===== src/hdl/f2ic_pkg.sv =====
`timescale 1ns / 1ps

package f2ic_pkg;

    localparam int JoinW = 63;

    localparam logic [2:0] FMT_8  = 3'd0;
    localparam logic [2:0] FMT_10 = 3'd1;
    localparam logic [2:0] FMT_13 = 3'd2;
    localparam logic [2:0] FMT_16 = 3'd3;
    localparam logic [2:0] FMT_20 = 3'd4;

    localparam logic CFG_FORMAT = 1'b0;
    localparam logic CFG_DOUBLE = 1'b1;

    localparam logic [10:0] DBL_BIAS = 11'd1023;
    localparam logic [7:0]  SGL_BIAS = 8'd127;
    localparam logic [6:0]  DBL_LEAD = 7'd61;
    localparam logic [6:0]  SGL_LEAD = 7'd29;
    localparam logic [5:0]  DBL_SAT_OFS = 6'd32;

    typedef struct packed {
        logic             sign;
        logic             fold;
        logic             dbl;
        logic [2:0]       fmt;
        logic [JoinW-1:0] joined;
    } t_unp_s;

    typedef struct packed {
        t_unp_s     base;
        logic       zero;
        logic [5:0] pos;
    } t_lead_s;

    function automatic logic [3:0] prec_width(input logic [2:0] fmt);
        logic [3:0] w;
        unique case (fmt)
            FMT_8:   w = 4'd5;
            FMT_10:  w = 4'd6;
            FMT_13:  w = 4'd7;
            FMT_16:  w = 4'd10;
            FMT_20:  w = 4'd14;
            default: w = 4'd0;
        endcase
        return w;
    endfunction

    function automatic logic [5:0] sat_shift(input logic [2:0] fmt);
        logic [5:0] s;
        unique case (fmt)
            FMT_8:   s = 6'd18;
            FMT_10:  s = 6'd9;
            FMT_13:  s = 6'd8;
            FMT_16:  s = 6'd5;
            FMT_20:  s = 6'd1;
            default: s = 6'd0;
        endcase
        return s;
    endfunction

endpackage


===== src/hdl/f2ic_unpack.sv =====
`timescale 1ns / 1ps

module f2ic_unpack import f2ic_pkg::*; (
    input  logic        i_clk,
    input  logic        i_rst_n,
    input  logic        i_valid,
    output logic        o_ready,
    input  logic [63:0] i_float_bits,
    input  logic [2:0]  i_fmt,
    input  logic        i_dbl,
    output logic        o_valid,
    input  logic        i_ready,
    output t_unp_s      o_data
);

    logic       r_valid;
    t_unp_s     r_data;
    t_unp_s     n_data;
    logic [10:0] w_dexp;
    logic [10:0] w_dd;
    logic [10:0] w_dfold_exp;
    logic        w_dfold;
    logic [7:0]  w_sexp;
    logic [7:0]  w_sd;
    logic [7:0]  w_sfold_exp;
    logic        w_sfold;

    assign w_dexp      = i_float_bits[62:52];
    assign w_dd        = w_dexp - DBL_BIAS;
    assign w_dfold     = (i_fmt == FMT_8) ? (w_dexp <= DBL_BIAS) : (w_dexp < DBL_BIAS);
    assign w_dfold_exp = w_dfold ? ~w_dd : w_dd;

    assign w_sexp      = i_float_bits[30:23];
    assign w_sd        = w_sexp - SGL_BIAS;
    assign w_sfold     = w_sexp < SGL_BIAS;
    assign w_sfold_exp = w_sfold ? ~w_sd : w_sd;

    always_comb begin
        n_data.dbl = i_dbl;
        n_data.fmt = i_fmt;
        if (i_dbl) begin
            n_data.sign   = i_float_bits[63];
            n_data.fold   = w_dfold;
            n_data.joined = {w_dfold_exp, i_float_bits[51:0]};
        end else begin
            n_data.sign   = i_float_bits[31];
            n_data.fold   = w_sfold;
            n_data.joined = {32'd0, w_sfold_exp, i_float_bits[22:0]};
        end
    end

    assign o_ready = !r_valid || i_ready;

    always_ff @(posedge i_clk) begin
        if (!i_rst_n) begin
            r_valid <= 1'b0;
        end else if (o_ready) begin
            r_valid <= i_valid;
        end
    end

    always_ff @(posedge i_clk) begin
        if (o_ready && i_valid) begin
            r_data <= n_data;
        end
    end

    assign o_valid = r_valid;
    assign o_data  = r_data;

endmodule


===== src/hdl/f2ic_lead.sv =====
`timescale 1ns / 1ps

module f2ic_lead import f2ic_pkg::*; (
    input  logic    i_clk,
    input  logic    i_rst_n,
    input  logic    i_valid,
    output logic    o_ready,
    input  t_unp_s  i_data,
    output logic    o_valid,
    input  logic    i_ready,
    output t_lead_s o_data
);

    logic        r_valid_a;
    t_unp_s      r_data_a;
    logic [7:0]  r_nz;
    logic [2:0]  r_gpos [8];
    logic [7:0]  n_nz;
    logic [2:0]  n_gpos [8];
    logic        w_ready_a;

    logic        r_valid_b;
    t_lead_s     r_data_b;
    t_lead_s     n_data_b;
    logic        w_ready_b;

    logic [63:0] w_word;

    assign w_word = {1'b0, i_data.joined};

    // per-byte nonzero flag and top set bit
    always_comb begin
        for (int g = 0; g < 8; g++) begin
            n_nz[g]   = |w_word[g*8 +: 8];
            n_gpos[g] = 3'd0;
            for (int b = 0; b < 8; b++) begin
                if (w_word[g*8 + b]) begin
                    n_gpos[g] = 3'(b);
                end
            end
        end
    end

    // pick the top nonzero byte
    always_comb begin
        n_data_b.base = r_data_a;
        n_data_b.zero = ~|r_nz;
        n_data_b.pos  = 6'd0;
        for (int g = 0; g < 8; g++) begin
            if (r_nz[g]) begin
                n_data_b.pos = {3'(g), r_gpos[g]};
            end
        end
    end

    assign w_ready_b = !r_valid_b || i_ready;
    assign w_ready_a = !r_valid_a || w_ready_b;
    assign o_ready   = w_ready_a;

    always_ff @(posedge i_clk) begin
        if (!i_rst_n) begin
            r_valid_a <= 1'b0;
            r_valid_b <= 1'b0;
        end else begin
            if (w_ready_a) begin
                r_valid_a <= i_valid;
            end
            if (w_ready_b) begin
                r_valid_b <= r_valid_a;
            end
        end
    end

    always_ff @(posedge i_clk) begin
        if (w_ready_a && i_valid) begin
            r_data_a <= i_data;
            r_nz     <= n_nz;
            r_gpos   <= n_gpos;
        end
        if (w_ready_b && r_valid_a) begin
            r_data_b <= n_data_b;
        end
    end

    assign o_valid = r_valid_b;
    assign o_data  = r_data_b;

    a_lead_one: assert property (@(posedge i_clk) disable iff (!i_rst_n)
        (r_valid_b && !r_data_b.zero) |-> ((r_data_b.base.joined >> r_data_b.pos) == 63'd1))
        else $error("leading one position does not match joined word");

    a_zero_word: assert property (@(posedge i_clk) disable iff (!i_rst_n)
        (r_valid_b && r_data_b.zero) |-> (r_data_b.base.joined == '0))
        else $error("zero flag set on nonzero joined word");

endmodule


===== src/hdl/f2ic_pack.sv =====
`timescale 1ns / 1ps

module f2ic_pack import f2ic_pkg::*; (
    input  logic        i_clk,
    input  logic        i_rst_n,
    input  logic        i_valid,
    output logic        o_ready,
    input  t_lead_s     i_data,
    output logic        o_valid,
    input  logic        i_ready,
    output logic [19:0] o_index_code
);

    typedef struct packed {
        logic             sign;
        logic             fold;
        logic [2:0]       fmt;
        logic             zero;
        logic [3:0]       zc;
        logic [5:0]       shift;
        logic [JoinW-1:0] joined;
    } t_mid_s;

    logic              r_valid_a;
    t_mid_s            r_mid;
    t_mid_s            n_mid;
    logic              w_ready_a;

    logic              r_valid_b;
    logic [19:0]       r_code;
    logic [19:0]       n_code;
    logic              w_ready_b;

    logic [6:0]        w_lead;
    logic signed [7:0] w_raw;
    logic [3:0]        w_zmax;
    logic [3:0]        w_pw;
    logic              w_sat;
    logic [JoinW-1:0]  w_sh;
    logic [13:0]       w_prec;

    assign w_lead = i_data.base.dbl ? DBL_LEAD : SGL_LEAD;
    assign w_raw  = $signed({1'b0, w_lead}) - $signed({2'b00, i_data.pos});
    assign w_zmax = (i_data.base.fmt == FMT_8) ? 4'd7 : 4'd15;
    assign w_pw   = prec_width(i_data.base.fmt);
    assign w_sat  = w_raw >= $signed({4'd0, w_zmax});

    always_comb begin
        n_mid.sign   = i_data.base.sign;
        n_mid.fold   = i_data.base.fold;
        n_mid.fmt    = i_data.base.fmt;
        n_mid.zero   = i_data.zero;
        n_mid.joined = i_data.base.joined;
        if (i_data.zero || w_sat) begin
            n_mid.zc = w_zmax;
        end else if (w_raw[7]) begin
            n_mid.zc = 4'd0;
        end else begin
            n_mid.zc = w_raw[3:0];
        end
        if (w_sat) begin
            n_mid.shift = sat_shift(i_data.base.fmt) + (i_data.base.dbl ? DBL_SAT_OFS : 6'd0);
        end else if (i_data.pos < {2'b00, w_pw}) begin
            n_mid.shift = 6'd0;
        end else begin
            n_mid.shift = i_data.pos - {2'b00, w_pw};
        end
    end

    assign w_sh   = r_mid.joined >> r_mid.shift;
    assign w_prec = r_mid.zero ? 14'd0 : w_sh[13:0];

    always_comb begin
        unique case (r_mid.fmt)
            FMT_8:   n_code = {12'd0, r_mid.zc[2:0], w_prec[4:0]};
            FMT_10:  n_code = {10'd0, r_mid.zc, w_prec[5:0]};
            FMT_13:  n_code = {7'd0, r_mid.sign, r_mid.fold, r_mid.zc, w_prec[6:0]};
            FMT_16:  n_code = {4'd0, r_mid.sign, r_mid.fold, r_mid.zc, w_prec[9:0]};
            FMT_20:  n_code = {r_mid.sign, r_mid.fold, r_mid.zc, w_prec[13:0]};
            default: n_code = 20'd0;
        endcase
    end

    assign w_ready_b = !r_valid_b || i_ready;
    assign w_ready_a = !r_valid_a || w_ready_b;
    assign o_ready   = w_ready_a;

    always_ff @(posedge i_clk) begin
        if (!i_rst_n) begin
            r_valid_a <= 1'b0;
            r_valid_b <= 1'b0;
        end else begin
            if (w_ready_a) begin
                r_valid_a <= i_valid;
            end
            if (w_ready_b) begin
                r_valid_b <= r_valid_a;
            end
        end
    end

    always_ff @(posedge i_clk) begin
        if (w_ready_a && i_valid) begin
            r_mid <= n_mid;
        end
        if (w_ready_b && r_valid_a) begin
            r_code <= n_code;
        end
    end

    assign o_valid      = r_valid_b;
    assign o_index_code = r_code;

    a_zc_range: assert property (@(posedge i_clk) disable iff (!i_rst_n)
        (r_valid_a && r_mid.fmt == FMT_8) |-> (r_mid.zc <= 4'd7))
        else $error("8-bit code count exceeds three bits");

endmodule


===== src/hdl/float_to_index_code_encoder_core.sv =====
`timescale 1ns / 1ps

// channel   direction  handshake            payload
// input     in         i_valid / o_ready    i_float_bits[63:0]
// output    out        o_valid / i_ready    o_index_code[19:0]
// config    in         i_cfg_we             i_cfg_idx, i_cfg_data[2:0]
//
// five register stages: unpack, byte scan, byte select, count/shift, assemble
// one transfer per cycle sustained while i_ready holds the output unstalled
// synchronous active-low reset clears valid bits and config (format 0, binary64)
// each stage holds only while full and the next one is full and stalled
// bubbles collapse, so input is taken while a result waits at the output

module float_to_index_code_encoder_core import f2ic_pkg::*; (
    input  logic        i_clk,
    input  logic        i_rst_n,
    input  logic        i_valid,
    output logic        o_ready,
    input  logic [63:0] i_float_bits,
    output logic        o_valid,
    input  logic        i_ready,
    output logic [19:0] o_index_code,
    input  logic        i_cfg_we,
    input  logic        i_cfg_idx,
    input  logic [2:0]  i_cfg_data
);

    logic [2:0] r_code_format;
    logic       r_source_is_double;

    logic       w_unp_valid;
    logic       w_unp_ready;
    t_unp_s     w_unp_data;
    logic       w_lead_valid;
    logic       w_lead_ready;
    t_lead_s    w_lead_data;

    always_ff @(posedge i_clk) begin
        if (!i_rst_n) begin
            r_code_format      <= FMT_8;
            r_source_is_double <= 1'b1;
        end else if (i_cfg_we) begin
            unique case (i_cfg_idx)
                CFG_FORMAT: r_code_format      <= i_cfg_data;
                CFG_DOUBLE: r_source_is_double <= i_cfg_data[0];
                default:    r_code_format      <= r_code_format;
            endcase
        end
    end

    f2ic_unpack u_unpack (
        .i_clk        (i_clk),
        .i_rst_n      (i_rst_n),
        .i_valid      (i_valid),
        .o_ready      (o_ready),
        .i_float_bits (i_float_bits),
        .i_fmt        (r_code_format),
        .i_dbl        (r_source_is_double),
        .o_valid      (w_unp_valid),
        .i_ready      (w_unp_ready),
        .o_data       (w_unp_data)
    );

    f2ic_lead u_lead (
        .i_clk   (i_clk),
        .i_rst_n (i_rst_n),
        .i_valid (w_unp_valid),
        .o_ready (w_unp_ready),
        .i_data  (w_unp_data),
        .o_valid (w_lead_valid),
        .i_ready (w_lead_ready),
        .o_data  (w_lead_data)
    );

    f2ic_pack u_pack (
        .i_clk        (i_clk),
        .i_rst_n      (i_rst_n),
        .i_valid      (w_lead_valid),
        .o_ready      (w_lead_ready),
        .i_data       (w_lead_data),
        .o_valid      (o_valid),
        .i_ready      (i_ready),
        .o_index_code (o_index_code)
    );

    a_stall_full: assert property (@(posedge i_clk) disable iff (!i_rst_n)
        !o_ready |-> (o_valid && !i_ready && w_unp_valid && w_lead_valid))
        else $error("input stalled with room in the pipeline");

endmodule

===== config.mk =====
export PLATFORM = sky130hd
export DESIGN_NAME = float_to_index_code_encoder_core
export DESIGN_NICKNAME = d
export VERILOG_FILES = /design/src/hdl/f2ic_pkg.sv /design/src/hdl/f2ic_unpack.sv /design/src/hdl/f2ic_lead.sv /design/src/hdl/f2ic_pack.sv /design/src/hdl/float_to_index_code_encoder_core.sv
export SDC_FILE = /design/constraint.sdc
export NUM_CORES = 1
export LEC_CHECK = 0
export ABC_AREA = 1
export BUFFER_PORTS_ARGS = -buffer_cell sky130_fd_sc_hd__buf_4
export CAP_MARGIN = 20
export CORE_AREA = 8 8 184 151
export DETAILED_ROUTE_END_ITERATION = 7
export DIE_AREA = 0 0 192 159
export PLACE_DENSITY = 0.85
export SETUP_SLACK_MARGIN = 0.1
export SLEW_MARGIN = 20
export SYNTH_ARGS = -nofsm -noshare
export SYNTH_HDL_FRONTEND = slang
export SYNTH_SLANG_ARGS = --single-unit

===== constraint.sdc =====
create_clock -name i_clk -period 14.9 [get_ports i_clk]
set_clock_uncertainty 0.15 [all_clocks]
set_input_delay 2.235 -clock i_clk [delete_from_list [all_inputs] [get_ports i_clk]]
set_output_delay 2.235 -clock i_clk [all_outputs]
set_load 0.05 [all_outputs]

==> results.cfg <==
[logic_synthesis]
synth_async_sr_flop_share_pct = 0
synth_area_leaders = edfxtp_1 64%, nand3_1 10%, nand2_1 8.8%, nor2_1 2.9%, inv_1 2.8%
yosys_warnings = 0
yosys_register_bits = 354
syn_inst = 1567
synth_top_area_cell = edfxtp_1
ys.flop_type = edfxtp_1
synth_fp_nets = 1650
yosysSeqAreaShare_pct = 65.3
synth-edff-count = 345
syn-cell-area_sq_um = 16200
synth_top_area_share_pct = 64.1
syn_area_per_cell_sq_um = 10.3
synth_cell_types = 46

[pwr]
netSwitchingFraction_pct = 21.5
finalPower_mw = 2.17
pwr-share-seq_pct = 53.2
p_leak_nw = 7.26
p_sw_uw = 466
p_int_mw = 1.71
power_frac_clock_pct = 41.2
power.density_nw_per_um2 = 119
ir_worst_vdd_mv = 0.101
p_comb_share_pct = 5.6

[setup_path]
r2r_end = u_pack.o_index_code[3]
ff2ff_path_depth = 9
worstSetupEndpointType = output pin
worstSetupStartpoint = i_ready
required_ns = 12.52
start_kind = input port
cp_max_fo = 4
crit_arrival_ns = 3.54
criticalPathCategory = input port to output pin
reg2reg_from = u_pack.r_mid[64]
reg2reg_setup_slack_ns = 11.86

[floorplanning]
die_area_sq_um = 30500
start_util_pct = 65.0
rows = 52
die_x_microns = 192
die_h_microns = 159
design.core.area_sq_um = 24900
ios = 95

[sta]
relSlewSlack_pct = 28.7
hold_violations = 0
max_freq_ghz = 0.169
slew_violations = 0
tightestPinTransition_ns = 1.07
finalSetupViolCount = 0
rsz0062_at_grt = false
setup_tns_ns = 0
period_share_pct = 39.8
fin_crit_ns = 5.93

[placement]
gp_congestion = 0.930
dp_hpwl_mm = 25.5
dpl_cell_area_sq_um = 17000
port_buffers = 94

[clock_network]
clk_latency_ns = 0.53
cts_made_buffers = 34
cts_setup_buffers = 0
cts_tree = yes
clockRootBuffer = clkbuf_16
clockBufferDepth = 3
cts_max_level = 2
clk_pin_slew_ns = 0.06
cts_resized = 0
holdBufCountCts = 0
numClockSinks = 354

[grt]
gr-usage-met3_pct = 4.42
track_usage_pct = 23.7
grt_pass1_wl_mm = 57.9
use_met2_pct = 37.1
grt_overflow = 0
antenna_found_initial = 0
grt_max_degree = 80
use_met1_pct = 34.2
first_global_vias = 11100
grt-busiest-layer = met2

[cells_and_area]
nets = 1732
drive_gt1_share_pct = 11.2
syn2layout_area_growth_pct = 12.8
final_common_cell = nand2_1
layout_common_cells = 379 x nand2_1, 345 x edfxtp_1, 337 x nand3_1, 122 x nor2_1, 118 x inv_1
antennaDiodeCount = 0
final_cell_area_sq_um = 18200

[routing]
vias = 11800
dr.first_iter.drc_count = 1673
ant_nets = 0
post_drt_wl_per_cell_microns = 18.3
viasPerCell = 5.93
first_pass_iters = 6
drc = 0
detail_route.wirelength_mm = 36.6

[worst_hold_path]
hold_start = u_lead.n_data_b[51]
hold_path.class = register to register
hold-path-cell-count = 0
min_to = u_lead.o_data[51]

[flow_run]
maxCapViolCount = 0

[run_status]
status = finished, final reports clean
==> state kept, by name, indices dropped and copies added, names as in the netlist <==
| signal | cells |
|---|---|
| u_pack.r_mid | 79 |
| u_lead.o_data | 76 |
| u_lead.n_data_b | 69 |
| u_unpack.o_data | 69 |
| u_lead.r_gpos | 24 |
| u_pack.o_index_code | 20 |
| u_lead.r_nz | 8 |
| r_code_format | 3 |
| r_source_is_double | 1 |
| u_lead.o_valid | 1 |
| u_lead.r_valid_a | 1 |
| u_pack.o_valid | 1 |
| u_pack.r_valid_a | 1 |
| u_unpack.o_valid | 1 |
==> per-layer routing <==
metal  up-vias  routed length [microns]
met5         -                        0
met4         0                      680
met3        70                     3420
met2       653                    16800
met1      5513                    15600
li1       5605                        -
==> cell usage after synthesis (all sizes together) (2+ instances only) <==
master  instances
clkbuf         17
o21bai          3
o22ai           6
buf            44
xor2           11
nor3            8
a211oi          2
nor2          125
dfxtp           9
nand2         381
inv           126
nand3         338
xnor2           8
a21oi          63
o21ai          54
ha              9
nand4           3
o211ai          4
edfxtp        345
==> worst max-delay path by stage <==
| stage | cells after the start | endpoint | slack, ns |
|---|---|---|---|
| floorplan | 8 | u_lead.n_data_b[10] | 7.36 |
| global placement | 10 | o_ready | 8.96 |
| detailed placement | 10 | o_ready | 8.97 |
| CTS | 10 | o_ready | 8.97 |
| global route | 10 | o_ready | 8.80 |
| finish | 10 | o_ready | 8.97 |
==> stage by stage <==
step	util, %	cells	hold slack (ns)	worst slack, ns
final	73.3	1997	0.260	8.97
after global routing	73.3	1997	0.268	8.80
after CTS	73.3	1997	0.258	8.97
after detailed placement	68.6	1937	0.255	8.97
after global placement	68.6	1937	0.252	8.96
after floorplan	-	1567	0.250	7.36
==> critical path, stage by stage <==
cell and delay [ns]:
buf_4 0.11, nor2_1 0.12, inv_1 0.06, nor2_1 0.09, inv_1 0.07, nor2_1 0.08
inv_1 0.07, nor2_1 0.36, nand2_1 0.13, buf_4 0.22
==> power by group through the flow <==
stage / logic, mW / clock network (mW) / registers (mW)
3_3_place_gp: 0.113 / 0 / 1.17
5_1_grt: 0.134 / 0.942 / 1.16
2_1_floorplan: 0.0775 / 0 / 1.17
3_5_place_dp: 0.118 / 0 / 1.18
4_1_cts: 0.119 / 0.903 / 1.16
6_report: 0.121 / 0.895 / 1.16
==> final cells by class <==
class / instances / area (sq um)
Sequential cell: 354 / 10500
Fill cell: 1608 / 6640
Multi-Input combinational cell: 1025 / 4820
Clock buffer: 37 / 862
Timing Repair Buffer: 107 / 803
Inverter: 127 / 479
Tap cell: 324 / 405
Clock inverter: 23 / 308
==> cells by family after synthesis <==
kind of cell / Yosys count / synth area share [%]
AO/OA/AOI/OAI: 138 / 4.90
XOR/XNOR: 19 / 1.03
adder cells (fa/ha/maj): 10 / 0.821
buffers and inverters: 188 / 5.00
flip-flops: 354 / 65.3
AND/OR/NAND/NOR: 858 / 23.0
Note: power is estimated with default switching activity, not from simulation.
